File: src/design/pmc_pkg.sv
// ----------------------------------------------------------------------------
// pmc_pkg
// Shared types and constants for the power mode controller: mode codes,
// CAN command codes, configuration register indexes and reset values.
// ----------------------------------------------------------------------------
package pmc_pkg;

    // Power mode codes
    typedef enum logic [2:0] {
        MODE_OFF    = 3'd0,
        MODE_INIT   = 3'd1,
        MODE_ACTIVE = 3'd2,
        MODE_LOW    = 3'd3,
        MODE_SLEEP  = 3'd4,
        MODE_FAULT  = 3'd5
    } mode_t;

    // CAN command codes
    typedef enum logic [1:0] {
        CMD_NONE        = 2'd0,
        CMD_WAKEUP      = 2'd1,
        CMD_SLEEP       = 2'd2,
        CMD_RESET_FAULT = 2'd3
    } cmd_t;

    // Configuration register indexes
    typedef enum logic [1:0] {
        CFG_FAULT_THR     = 2'd0,
        CFG_LOW_THR       = 2'd1,
        CFG_TICK_PERIOD   = 2'd2,
        CFG_SLEEP_TIMEOUT = 2'd3
    } cfg_idx_t;

    localparam int MV_W    = 16;
    localparam int TICK_W  = 10;
    localparam int TMO_W   = 16;
    localparam int SLEEP_W = 17;
    localparam int CFG_W   = 16;

    localparam logic [MV_W-1:0]    FAULT_THR_RST     = 16'd9000;
    localparam logic [MV_W-1:0]    LOW_THR_RST       = 16'd11500;
    localparam logic [TICK_W-1:0]  TICK_PERIOD_RST   = 10'd10;
    localparam logic [TMO_W-1:0]   SLEEP_TIMEOUT_RST = 16'd5000;
    localparam logic [SLEEP_W-1:0] SLEEP_MAX         = {SLEEP_W{1'b1}};

endpackage

File: src/design/power_mode_controller_core.sv
// ----------------------------------------------------------------------------
// power_mode_controller_core
// Six-state vehicle power mode controller. One request per task tick; a
// sticky battery-fault latch, a sleep timer and the mode are updated per tick.
// ----------------------------------------------------------------------------
//  channel | direction | handshake            | payload
//  in      | input     | in_valid / in_ready  | ign_on .. can_command
//  out     | output    | out_valid / out_ready| power_mode .. battery_fault
//  cfg     | input     | cfg_valid / cfg_ready| cfg_index, cfg_data
//
//  A request is registered in the input stage on acceptance and then evaluated
//  into the result register; one request per cycle is sustained unless stalled.
//  Mode, sleep timer and fault latch update when the request moves to the
//  result register. Reset returns the mode to off and the registers to their
//  defaults. A stalled result holds the input stage until it drains.
// ----------------------------------------------------------------------------
module power_mode_controller_core (
    input  logic                      clk,
    input  logic                      rst_n,
    // request channel
    input  logic                      in_valid,
    output logic                      in_ready,
    input  logic                      ign_on,
    input  logic                      wakeup_req,
    input  logic [pmc_pkg::MV_W-1:0]  battery_mv,
    input  logic                      can_timeout,
    input  logic                      internal_fault,
    input  logic                      init_done,
    input  logic [1:0]                can_command,
    // result channel
    output logic                      out_valid,
    input  logic                      out_ready,
    output logic [2:0]                power_mode,
    output logic                      peripheral_enable,
    output logic                      camera_enable,
    output logic                      battery_fault,
    // configuration write channel
    input  logic                      cfg_valid,
    output logic                      cfg_ready,
    input  logic [1:0]                cfg_index,
    input  logic [pmc_pkg::CFG_W-1:0] cfg_data
);
    import pmc_pkg::*;

    // configuration registers
    logic [MV_W-1:0]    fault_thr_reg;
    logic [MV_W-1:0]    low_thr_reg;
    logic [TICK_W-1:0]  tick_period_reg;
    logic [TMO_W-1:0]   sleep_timeout_reg;

    // input stage
    logic               s1_valid_reg;
    logic               s1_ign_reg;
    logic               s1_wake_reg;
    logic [MV_W-1:0]    s1_bat_reg;
    logic               s1_cto_reg;
    logic               s1_ifault_reg;
    logic               s1_init_done_reg;
    cmd_t               s1_cmd_reg;

    // controller state and result register
    mode_t              mode_reg,  mode_next;
    logic [SLEEP_W-1:0] sleep_reg, sleep_next;
    logic               latch_reg, latch_next;
    logic               out_valid_reg;
    logic               periph_reg, periph_next;
    logic               camera_reg, camera_next;

    logic               advance;
    logic               accept_in;
    logic               cto_eff;
    logic               ifault_eff;
    logic               any_fault;
    mode_t              mode_cmd;
    logic [SLEEP_W:0]   sleep_sum;
    logic [SLEEP_W-1:0] sleep_sat;

    // handshakes
    assign cfg_ready = 1'b1;
    assign advance   = s1_valid_reg && (!out_valid_reg || out_ready);
    assign in_ready  = !s1_valid_reg || advance;
    assign accept_in = in_valid && in_ready;

    // configuration writes
    always_ff @(posedge clk or negedge rst_n)
    begin
        if (!rst_n)
        begin
            fault_thr_reg     <= FAULT_THR_RST;
            low_thr_reg       <= LOW_THR_RST;
            tick_period_reg   <= TICK_PERIOD_RST;
            sleep_timeout_reg <= SLEEP_TIMEOUT_RST;
        end
        else if (cfg_valid)
        begin
            unique case (cfg_idx_t'(cfg_index))
                CFG_FAULT_THR:     fault_thr_reg     <= cfg_data[MV_W-1:0];
                CFG_LOW_THR:       low_thr_reg       <= cfg_data[MV_W-1:0];
                CFG_TICK_PERIOD:   tick_period_reg   <= cfg_data[TICK_W-1:0];
                CFG_SLEEP_TIMEOUT: sleep_timeout_reg <= cfg_data[TMO_W-1:0];
                default:           ;
            endcase
        end
    end

    // input stage valid
    always_ff @(posedge clk or negedge rst_n)
    begin
        if (!rst_n)
            s1_valid_reg <= 1'b0;
        else if (in_ready)
            s1_valid_reg <= in_valid;
    end

    // input stage payload
    always_ff @(posedge clk)
    begin
        if (accept_in)
        begin
            s1_ign_reg       <= ign_on;
            s1_wake_reg      <= wakeup_req;
            s1_bat_reg       <= battery_mv;
            s1_cto_reg       <= can_timeout;
            s1_ifault_reg    <= internal_fault;
            s1_init_done_reg <= init_done;
            s1_cmd_reg       <= cmd_t'(can_command);
        end
    end

    // saturating sleep timer sum
    assign sleep_sum = {1'b0, sleep_reg} + {{(SLEEP_W+1-TICK_W){1'b0}}, tick_period_reg};
    assign sleep_sat = sleep_sum[SLEEP_W] ? SLEEP_MAX : sleep_sum[SLEEP_W-1:0];

    // one tick: battery latch, then CAN command, then mode case
    always_comb
    begin
        latch_next  = latch_reg || (s1_bat_reg < fault_thr_reg);
        mode_cmd    = mode_reg;
        sleep_next  = sleep_reg;
        cto_eff     = s1_cto_reg;
        ifault_eff  = s1_ifault_reg;
        periph_next = 1'b0;
        camera_next = 1'b0;

        // CAN command
        case (s1_cmd_reg)
            CMD_WAKEUP:
            begin
                if (mode_reg == MODE_OFF || mode_reg == MODE_SLEEP)
                begin
                    mode_cmd   = MODE_INIT;
                    sleep_next = '0;
                end
            end
            CMD_RESET_FAULT:
            begin
                if (mode_reg == MODE_FAULT)
                begin
                    latch_next = 1'b0;
                    cto_eff    = 1'b0;
                    ifault_eff = 1'b0;
                    mode_cmd   = MODE_INIT;
                end
            end
            default: ;
        endcase

        any_fault = latch_next || cto_eff || ifault_eff;
        mode_next = mode_cmd;

        // mode case on the updated mode
        unique case (mode_cmd)
            MODE_OFF:
            begin
                if (s1_ign_reg || s1_wake_reg)
                    mode_next = MODE_INIT;
            end
            MODE_INIT:
            begin
                if (s1_init_done_reg)
                    mode_next = MODE_ACTIVE;
            end
            MODE_ACTIVE:
            begin
                periph_next = 1'b1;
                camera_next = 1'b1;
                if (any_fault)
                    mode_next = MODE_FAULT;
                else if (s1_bat_reg >= fault_thr_reg && s1_bat_reg < low_thr_reg)
                    mode_next = MODE_LOW;
                else if (!s1_ign_reg)
                begin
                    mode_next  = MODE_SLEEP;
                    sleep_next = '0;
                end
            end
            MODE_LOW:
            begin
                periph_next = 1'b1;
                if (any_fault)
                    mode_next = MODE_FAULT;
                else if (s1_bat_reg >= low_thr_reg)
                    mode_next = MODE_ACTIVE;
            end
            MODE_SLEEP:
            begin
                if (s1_wake_reg || s1_ign_reg)
                begin
                    mode_next  = MODE_INIT;
                    sleep_next = '0;
                end
                else if (sleep_sat >= {1'b0, sleep_timeout_reg})
                begin
                    mode_next  = MODE_OFF;
                    sleep_next = '0;
                end
                else
                    sleep_next = sleep_sat;
            end
            default: ;
        endcase
    end

    // state and result register
    always_ff @(posedge clk or negedge rst_n)
    begin
        if (!rst_n)
        begin
            mode_reg      <= MODE_OFF;
            sleep_reg     <= '0;
            latch_reg     <= 1'b0;
            out_valid_reg <= 1'b0;
            periph_reg    <= 1'b0;
            camera_reg    <= 1'b0;
        end
        else if (advance)
        begin
            mode_reg      <= mode_next;
            sleep_reg     <= sleep_next;
            latch_reg     <= latch_next;
            out_valid_reg <= 1'b1;
            periph_reg    <= periph_next;
            camera_reg    <= camera_next;
        end
        else if (out_ready)
            out_valid_reg <= 1'b0;
    end

    assign out_valid         = out_valid_reg;
    assign power_mode        = mode_reg;
    assign peripheral_enable = periph_reg;
    assign camera_enable     = camera_reg;
    assign battery_fault     = latch_reg;

endmodule

File: config.mk
export PLATFORM = sky130hd
export DESIGN_NAME = power_mode_controller_core
export DESIGN_NICKNAME = d
export VERILOG_FILES = /design/src/design/pmc_pkg.sv /design/src/design/power_mode_controller_core.sv
export SDC_FILE = /design/constraint.sdc
export NUM_CORES = 1
export LEC_CHECK = 0
export ABC_AREA = 1
export BUFFER_PORTS_ARGS = -buffer_cell sky130_fd_sc_hd__buf_2
export CORE_MARGIN = 4
export CORE_UTILIZATION = 55
export CTS_BUF_LIST = sky130_fd_sc_hd__clkbuf_4 sky130_fd_sc_hd__clkbuf_8 sky130_fd_sc_hd__clkbuf_16
export CTS_CLUSTER_DIAMETER = 120
export DETAILED_ROUTE_END_ITERATION = 7
export PLACE_DENSITY = 0.85
export SYNTH_ARGS = -nofsm -noshare
export SYNTH_HDL_FRONTEND = slang
export SYNTH_SLANG_ARGS = --single-unit
File: constraint.sdc
create_clock -name clk -period 8.3 [get_ports clk]
set_clock_uncertainty 0.1 [all_clocks]
set_input_delay 1.66 -clock clk [delete_from_list [all_inputs] [get_ports clk]]
set_output_delay 1.66 -clock clk [all_outputs]
set_load 0.02 [all_outputs]
==> flow_metrics.env, run 1 <==
export IMPL_run_status="finished clean"
export IMPL_area_growth_synth_to_final_pct=9.06
export IMPL_tightest_slew_margin_relative_to_the_limit=0.289
export IMPL_critPathTopFamily="simple AND/OR/NAND/NOR gates"
export IMPL_chipWidth_um=113
export IMPL_crit_arrival_ns=4.30
export IMPL_ios=55
export IMPL_number_of_buffers_added_by_the_clock_tree_synthesis_step=9
export IMPL_ys_ff_latch=106
export IMPL_pre_cts_ws_ns=4.27
export IMPL_critical_path_n_buffers_inverters=2
export IMPL_seq_area_frac_synth=0.457
export IMPL_worst_setup_hold_path_clk_slew_ns=0.11
export IMPL_worst_endpoint_required_ns=8.52
export IMPL_crit_path_start_kind="flip-flop"
export IMPL_gpl_final_weighted_congestion=0.869
export IMPL_largest_reg_flops=17
export IMPL_path_common_cell="sky130_fd_sc_hd__nand2_1"
export IMPL_ys_warnings_count=0
export IMPL_timing_reg2reg_setup_slack_ns=4.23
export IMPL_cts_hold_repair_buffers=0
export IMPL_netlist_area_sq_um=6110
export IMPL_most_common_library_cell_in_the_layout_ignoring_fill_and_taps="sky130_fd_sc_hd__nand2_1"
export IMPL_cts_repair_timing_setup_buffer_count=0
export IMPL_setup_worst_path_end_class="flip-flop"
export IMPL_initial_antenna_violation_count=0
export IMPL_ir_drop_mv=0.140
export IMPL_global_route_overflow_total=0
export IMPL_worst_hold_path_startpoint="sleep_reg[2]$_DFFE_PN0P_"
export IMPL_number_of_global_route_vias_before_repair=4776
export IMPL_hold_path_class="reg2reg"
export IMPL_tritoncts_clock_tree="yes"
export IMPL_design_die_area_sq_um=12900
export IMPL_route_antenna_remaining_nets=0
export IMPL_global_route_usage_total=0.210
export IMPL_max_cap_viol_count=0
export IMPL_vias=4959
export IMPL_post_dp_cell_area_sq_um=6490
export IMPL_initial_utilization=0.564
export IMPL_cp_slowest_stage_delay_ns=0.55
export IMPL_post_route_cells_drive_above_1_share=0.135
export IMPL_grt_setup_unrepaired="false"
export IMPL_tot_pwr_mw=1.53
export IMPL_postSynth_topFlopCell="sky130_fd_sc_hd__dfrtp_1"
export IMPL_cts_resized=0
export IMPL_antenna_cells_inserted=0
export IMPL_routed_len_inst_um=13.2
export IMPL_timing_final_max_slew_violations=0
export IMPL_worst_pin_slew_ns=1.06
export IMPL_hold_end="sleep_reg[2]$_DFFE_PN0P_"
export IMPL_ctsHtreeMaxLevel=3
export IMPL_hpwl_reported_at_the_end_of_detailed_placement_um=9590
export IMPL_post_route_cell_area_sq_um=6670
export IMPL_crit_reg2reg_capture="sleep_reg[0]$_DFFE_PN0P_"
export IMPL_pwr_density_cell_nw_per_um2=230
export IMPL_regToRegStartpoint="tick_period_reg[3]$_DFFE_PN1P_"
export IMPL_worst_hold_path_num_cells=2
export IMPL_final_hold_violation_count=0
export IMPL_synth_avg_cell_area_sq_um=8.12
export IMPL_r2r_cells=26
export IMPL_critical_path_cell_count=26
export IMPL_f_max_ghz=0.246
export IMPL_post_synth_inst_count=753
export IMPL_finalWorstSetupSlack_ns=4.23
export IMPL_p_leak_nw=3.49
export IMPL_drt_first_iter_violations=253
export IMPL_worst_path_max_delay_cell="sky130_fd_sc_hd__dfstp_2"
export IMPL_startpoint_to_endpoint_class_of_the_critical_path="reg2reg"
export IMPL_core_footprint_sq_um=10800
export IMPL_detail_route_vias_per_cell=5.24
export IMPL_grt_pass1_wl_um=21800
export IMPL_setup_viol=0
export IMPL_synth_fp_nets=858
export IMPL_clock_tree_root_cell="sky130_fd_sc_hd__clkbuf_8"
export IMPL_number_of_buffers_inserted_by_port_buffering=53
export IMPL_most_common_layout_cells="sky130_fd_sc_hd__nand2_1, sky130_fd_sc_hd__inv_1, sky130_fd_sc_hd__o21ai_0"
export IMPL_std_cell_rows=38
export IMPL_ys_async_sr_fraction=0.783
export IMPL_clk_latency_worst_skew_pair_ns=0.38
export IMPL_drtPass1Iterations=6
export IMPL_finalSetupTns_ns=0
export IMPL_maximum_number_of_pins_on_one_net_before_global_route_repair=54
export IMPL_synth_edf_count=23
export IMPL_tritoncts_num_sinks=106
export IMPL_final_min_clock_period_ns=4.07
export IMPL_critPathMaxFanout=14
export IMPL_postRouteWirelength_um=12500
export IMPL_cts_max_path_buffers=2
export IMPL_layout_core_utilization=0.615
export IMPL_crit_start="tick_period_reg[3]$_DFFE_PN1P_"
export IMPL_num_nets_final=907
export IMPL_route_detailed_drc=0
export IMPL_final_min_period_over_clock_period=0.491
export IMPL_synth_cell_types=39
export IMPL_die_h_um=113
metrics by stage:
stage                     hold slack (ns)  std cells
after floorplan                     0.346        753
after global placement              0.360        931
after detailed placement            0.362        931
after CTS                           0.390        947
after global routing                0.408        947
final                               0.388        947
Yosys cell counts, types with 3 or more instances:
library cell / instances / area share
sky130_fd_sc_hd__nand2_1: 227 / 0.14
sky130_fd_sc_hd__inv_1: 110 / 0.068
sky130_fd_sc_hd__o21ai_0: 72 / 0.059
sky130_fd_sc_hd__dfrtp_1: 63 / 0.26
sky130_fd_sc_hd__ha_1: 58 / 0.12
sky130_fd_sc_hd__nand3_1: 40 / 0.033
sky130_fd_sc_hd__nor2_1: 38 / 0.023
sky130_fd_sc_hd__a21oi_1: 27 / 0.022
sky130_fd_sc_hd__edfxtp_1: 23 / 0.11
sky130_fd_sc_hd__dfstp_2: 20 / 0.086
sky130_fd_sc_hd__clkbuf_1: 11 / 0.0068
sky130_fd_sc_hd__nor3_1: 8 / 0.0065
sky130_fd_sc_hd__or2_2: 8 / 0.0082
sky130_fd_sc_hd__nand4_1: 7 / 0.0072
sky130_fd_sc_hd__o21a_1: 4 / 0.0049
sky130_fd_sc_hd__buf_2: 3 / 0.0025
sky130_fd_sc_hd__nand2_2: 3 / 0.0031
sky130_fd_sc_hd__nand3_2: 3 / 0.0049
sky130_fd_sc_hd__xnor2_1: 3 / 0.0043
sky130_fd_sc_hd__xor2_1: 3 / 0.0043
kinds of logic (layout without fill, tap and decap cells):
| group | after synthesis | count (layout) | share of synthesized area |
|---|---|---|---|
| AND/OR/NAND/NOR | 341 | 341 | 0.234 |
| AO/OA/AOI/OAI | 112 | 112 | 0.0974 |
| flip-flops | 106 | 106 | 0.457 |
| buffers and inverters | 128 | 182 | 0.0810 |
| adder cells (fa/ha/maj) | 59 | 59 | 0.122 |
| XOR/XNOR | 6 | 6 | 0.00860 |
| other | 1 | 1 | 0.000613 |
worst max-delay path by stage:
stage / to / slack, ns
after global routing: sleep_reg[0]$_DFFE_PN0P_ / 3.69
after CTS: sleep_reg[0]$_DFFE_PN0P_ / 4.24
after detailed placement: sleep_reg[0]$_DFFE_PN0P_ / 4.27
final: sleep_reg[0]$_DFFE_PN0P_ / 4.23
after global placement: in_ready / 4.45
after floorplan: in_ready / 4.63
routing by layer:
metal / up-vias / global-route usage / part of all wire
met3: 17 / 0.0281 / 0.044
met4: 0 / 0.0617 / 0.015
li1: 2524 / - / -
met5: - / 0 / 0
met1: 2307 / 0.284 / 0.46
met2: 111 / 0.355 / 0.49
final cells by class:
cell class                      count  area, sq um
Clock buffer                        9          124
Clock inverter                      7         55.1
Fill cell                         958         4170
Inverter                          112          420
Multi-Input combinational cell    519         2830
Sequential cell                   106         2790
Tap cell                          140          175
Timing Repair Buffer               54          275
report_power, final:
group,switching [mW],total (mW),leakage (nW),internal [mW]
registers,0.0605,0.690,1.24,0.629
logic,0.342,0.546,2.17,0.204
clock network,0.187,0.298,0.0874,0.111
worst reg2reg max path, stage by stage, from the launching register on:
cell and delay, ns:
sky130_fd_sc_hd__dfstp_2 0.55, sky130_fd_sc_hd__ha_1 0.27, sky130_fd_sc_hd__nand2_1 0.12, sky130_fd_sc_hd__inv_1 0.06
sky130_fd_sc_hd__o21ai_2 0.06, sky130_fd_sc_hd__nand3_1 0.13, sky130_fd_sc_hd__nand2_1 0.10, sky130_fd_sc_hd__nand2_1 0.08
sky130_fd_sc_hd__nand2_1 0.36, sky130_fd_sc_hd__inv_1 0.20, sky130_fd_sc_hd__or2_2 0.35, sky130_fd_sc_hd__ha_1 0.28
sky130_fd_sc_hd__nand2_1 0.08, sky130_fd_sc_hd__nor2_1 0.06, sky130_fd_sc_hd__nand2_1 0.05, sky130_fd_sc_hd__nand3_1 0.07
sky130_fd_sc_hd__nand2_1 0.06, sky130_fd_sc_hd__nand2_1 0.06, sky130_fd_sc_hd__nand2_1 0.06, sky130_fd_sc_hd__nand2_1 0.04
sky130_fd_sc_hd__nand2_1 0.06, sky130_fd_sc_hd__nand2_1 0.05, sky130_fd_sc_hd__nand2_1 0.11, sky130_fd_sc_hd__nand3_2 0.12
sky130_fd_sc_hd__nor2_4 0.30, sky130_fd_sc_hd__o21ai_0 0.14, sky130_fd_sc_hd__nand2_1 0.09
Power figures use the tool's default switching activity.
==> run 2: changes to the inputs <==
- ABC_AREA: 1 -> 0
- clock period: 8.3 -> 3.9 ns (I/O delays scaled with it)
==> run 2 against run 1 <==
The run now ends with negative setup slack left. Setup slack worse by 4.3 ns. Critical endpoint is now sleep_reg[2]$_DFFE_PN0P_. Sequential power up 130%. Synthesized cell count down 27%. Final cell count down 19%. Utilization up 4.0 points. Via count down 12%. Global-route usage up 0.48 points. Register-to-register slack worse by 4.3 ns. Final area up 2.0%. Area after synthesis down 4.1%. Critical path depth down 10.
==> flow_metrics.env, run 2 <==
export IMPL_most_common_library_cell_in_the_layout_ignoring_fill_and_taps="sky130_fd_sc_hd__inv_1"
export IMPL_p_comb_frac=0.480
export IMPL_tot_pwr_mw=4.18
export IMPL_synthSimpleGateAreaFrac=0.114
export IMPL_crit_path_start_kind="flip-flop"
export IMPL_global_route_overflow_total=0
export IMPL_ios=55
export IMPL_critPathTopFamily="simple AND/OR/NAND/NOR gates"
export IMPL_largest_reg_flops=17
export IMPL_hpwl_reported_at_the_end_of_detailed_placement_um=9620
export IMPL_tritoncts_clock_tree="yes"
export IMPL_seq_area_frac_synth=0.476
export IMPL_route_antenna_remaining_nets=0
export IMPL_initial_antenna_violation_count=0
export IMPL_chipWidth_um=111
export IMPL_antenna_cells_inserted=0
export IMPL_yosysMostFrequentCell="sky130_fd_sc_hd__inv_1"
export IMPL_std_cell_rows=37
export IMPL_initial_utilization=0.566
export IMPL_core_footprint_sq_um=10400
export IMPL_final_min_clock_period_ns=4.00
export IMPL_ir_drop_mv=0.285
export IMPL_postSynth_topFlopCell="sky130_fd_sc_hd__dfrtp_1"
export IMPL_post_synth_top_area_fraction=0.269
export IMPL_timing_final_max_slew_violations=0
export IMPL_gpl_final_weighted_congestion=0.889
export IMPL_ctsHtreeMaxLevel=3
export IMPL_p_sw_frac=0.397
export IMPL_cts_hold_repair_buffers=0
export IMPL_cts_max_path_buffers=2
export IMPL_setup_viol=14
export IMPL_regToRegStartpoint="tick_period_reg[4]$_DFFE_PN0P_"
export IMPL_netlist_area_sq_um=5870
export IMPL_critical_path_n_buffers_inverters=2
export IMPL_max_cap_viol_count=0
export IMPL_cp_slowest_stage_delay_ns=0.47
export IMPL_synth_edf_count=23
export IMPL_ys_ff_latch=106
export IMPL_post_dp_cell_area_sq_um=6420
export IMPL_synth_xor_area_share=0.0179
export IMPL_crit_reg2reg_capture="sleep_reg[2]$_DFFE_PN0P_"
export IMPL_final_hold_worst_slack_ns=0.398
export IMPL_clk_latency_worst_skew_pair_ns=0.37
export IMPL_grt_setup_unrepaired="true"
export IMPL_synth_compound_area_share=0.126
export IMPL_synth_top_cell_by_area="sky130_fd_sc_hd__dfrtp_1"
export IMPL_crit_arrival_ns=4.19
export IMPL_routed_len_inst_um=17.7
export IMPL_synth_area_leaders="sky130_fd_sc_hd__dfrtp_1, sky130_fd_sc_hd__ha_1, sky130_fd_sc_hd__edfxtp_1"
export IMPL_die_h_um=111
export IMPL_failed_checks="negative setup slack"
export IMPL_muxShareOfSynthArea=0.0826
export IMPL_postRouteWirelength_um=13500
export IMPL_post_route_cell_area_sq_um=6800
export IMPL_r2r_cells=16
export IMPL_finalWorstSetupSlack_ns=-0.102
export IMPL_design_die_area_sq_um=12400
export IMPL_area_growth_synth_to_final_pct=15.9
export IMPL_tightest_slew_margin_relative_to_the_limit=0.286
export IMPL_worst_path_max_delay_cell="sky130_fd_sc_hd__or3_4"
export IMPL_worst_pin_slew_ns=1.07
export IMPL_post_synth_inst_count=551
export IMPL_drtPass1Iterations=5
export IMPL_p_leak_nw=3.06
export IMPL_critical_path_endpoint="sleep_reg[2]$_DFFE_PN0P_"
export IMPL_synth_fp_nets=656
export IMPL_tritoncts_num_sinks=106
export IMPL_power_share_sequential=0.375
export IMPL_internal_power_mw=2.52
export IMPL_critPathMaxFanout=10
export IMPL_placed_cells_incl_taps=744
export IMPL_setup_worst_path_end_class="flip-flop"
export IMPL_ys_async_sr_fraction=0.783
export IMPL_largest_family_of_logic_cells_by_synthesized_area="adder cells"
export IMPL_grt_pass1_wl_um=21600
export IMPL_number_of_buffers_added_by_the_clock_tree_synthesis_step=9
export IMPL_pwr_density_cell_nw_per_um2=614
export IMPL_timing_reg2reg_setup_slack_ns=-0.10
export IMPL_switching_power_mw=1.66
export IMPL_ys_warnings_count=0
export IMPL_maximum_number_of_pins_on_one_net_before_global_route_repair=84
export IMPL_synth_cells_most_frequent="sky130_fd_sc_hd__inv_1, sky130_fd_sc_hd__dfrtp_1, sky130_fd_sc_hd__nand2_1"
export IMPL_critical_path_cell_count=16
export IMPL_drt_first_iter_violations=379
export IMPL_route_detailed_drc=0
export IMPL_final_min_period_over_clock_period=1.03
export IMPL_startpoint_to_endpoint_class_of_the_critical_path="reg2reg"
export IMPL_final_hold_violation_count=0
export IMPL_crit_chain="ha_2, nand4_1, o221ai_2, a221oi_2, or3_4, buf_4, nand2_1, ha_1, a21oi_1, nor2b_1, o31ai_1, a21oi_2, nor4b_4, and4_4, clkbuf_16, o2bb2ai_1"
export IMPL_synth_cell_types=62
export IMPL_num_nets_final=728
export IMPL_run_status="finished, violations left"
export IMPL_clkPwrFrac=0.145
export IMPL_most_common_layout_cells="sky130_fd_sc_hd__inv_1, sky130_fd_sc_hd__dfrtp_1, sky130_fd_sc_hd__nand2_1"
export IMPL_f_max_ghz=0.250
export IMPL_final_cell_count_no_fill=764
export IMPL_vias=4356
export IMPL_number_of_global_route_vias_before_repair=4538
export IMPL_detail_route_vias_per_cell=5.70
export IMPL_worst_setup_hold_path_clk_slew_ns=0.10
export IMPL_global_route_usage_total=0.214
export IMPL_clock_tree_root_cell="sky130_fd_sc_hd__clkbuf_8"
export IMPL_number_of_buffers_inserted_by_port_buffering=53
export IMPL_crit_start="tick_period_reg[4]$_DFFE_PN0P_"
export IMPL_post_route_cells_drive_above_1_share=0.307
export IMPL_synth_avg_cell_area_sq_um=10.6
export IMPL_post_synth_adder_cell_area=0.127
export IMPL_hold_path_class="reg2reg"
export IMPL_worst_endpoint_required_ns=4.09
-- run 2: cell count changes after synthesis, sizes merged, moves of 9 or more --
cell	before	now
or2	9	0
o21ai	73	28
inv	111	67
nand3	43	8
nand2	230	59
nor2	40	19
o2bb2ai	0	14
mux2	0	43
a21oi	29	38
-- run 2: repair_timing --
action                     in CTS  in global routing
gates resized for setup         7                 22
pin swaps                       2                 13
gates cloned                    0                  1
buffers inserted                2                  1
setup endpoints to repair      17                 17
-- run 2: layout make-up --
class	instances	area, sq um
clock buffers	11	139
clock inverters	5	30.0
fillers	765	3570
inverters	67	251
multi-input cells	363	2950
flip-flops and latches	106	2790
well taps	136	170
repair buffers	76	470
-- run 2: cells by family (layout without fill, tap and decap cells) --
logic type | after synthesis | after routing
XOR/XNOR | 12 | 12
AND/OR/NAND/NOR | 135 | 135
multiplexers | 43 | 43
flip-flops | 106 | 106
other | 1 | 1
AO/OA/AOI/OAI | 113 | 113
adder cells (fa/ha/maj) | 59 | 59
buffers and inverters | 82 | 159
-- run 2: tightest hold or removal path, stage by stage, from the launching register on --
cell                      delay (ns)
sky130_fd_sc_hd__dfrtp_1        0.36
sky130_fd_sc_hd__nand2_1        0.05
sky130_fd_sc_hd__o31ai_1        0.06
-- run 2: per-layer routing --
layer / GRT usage / up-vias / part of all wire
li1: - / 2083 / -
met1: 0.270 / 2099 / 0.42
met2: 0.377 / 145 / 0.52
met3: 0.0257 / 29 / 0.042
met4: 0.0827 / 0 / 0.026
met5: 0 / - / 0
-- run 2: metrics by stage --
step	TNS [ns]	setup slack, ns	util
CTS	0	0.000703	0.640
global placement	-0.822	-0.0614	0.619
floorplan	0	0.00854	-
global route	-4.83	-0.321	0.656
detailed placement	-2.27	-0.177	0.619
finish	-1.02	-0.102	0.656
-- run 2: how the worst min path moves through the flow --
stage / endpoint / slack (ns) / depth (start not counted) / from
final: camera_enable$_DFFE_PN0P_ / 0.40 / 2 / camera_enable$_DFFE_PN0P_
after global routing: sleep_timeout_reg[15]$_DFFE_PN0P_ / 0.44 / 1 / sleep_timeout_reg[15]$_DFFE_PN0P_
after CTS: peripheral_enable$_DFFE_PN0P_ / 0.40 / 2 / peripheral_enable$_DFFE_PN0P_
after detailed placement: camera_enable$_DFFE_PN0P_ / 0.38 / 2 / camera_enable$_DFFE_PN0P_
after global placement: camera_enable$_DFFE_PN0P_ / 0.36 / 2 / camera_enable$_DFFE_PN0P_
after floorplan: out_valid$_DFFE_PN0P_ / 0.37 / 1 / s1_valid_reg$_DFFE_PN0N_
-- run 2: power by group through the flow --
stage	Clock, mW	Combinational [mW]	Sequential (mW)
6_report	0.606	2.00	1.57
5_1_grt	0.667	2.22	1.59
4_1_cts	0.620	1.78	1.56
3_5_place_dp	0	1.70	1.58
3_3_place_gp	0	1.64	1.56
2_1_floorplan	0	1.20	1.54
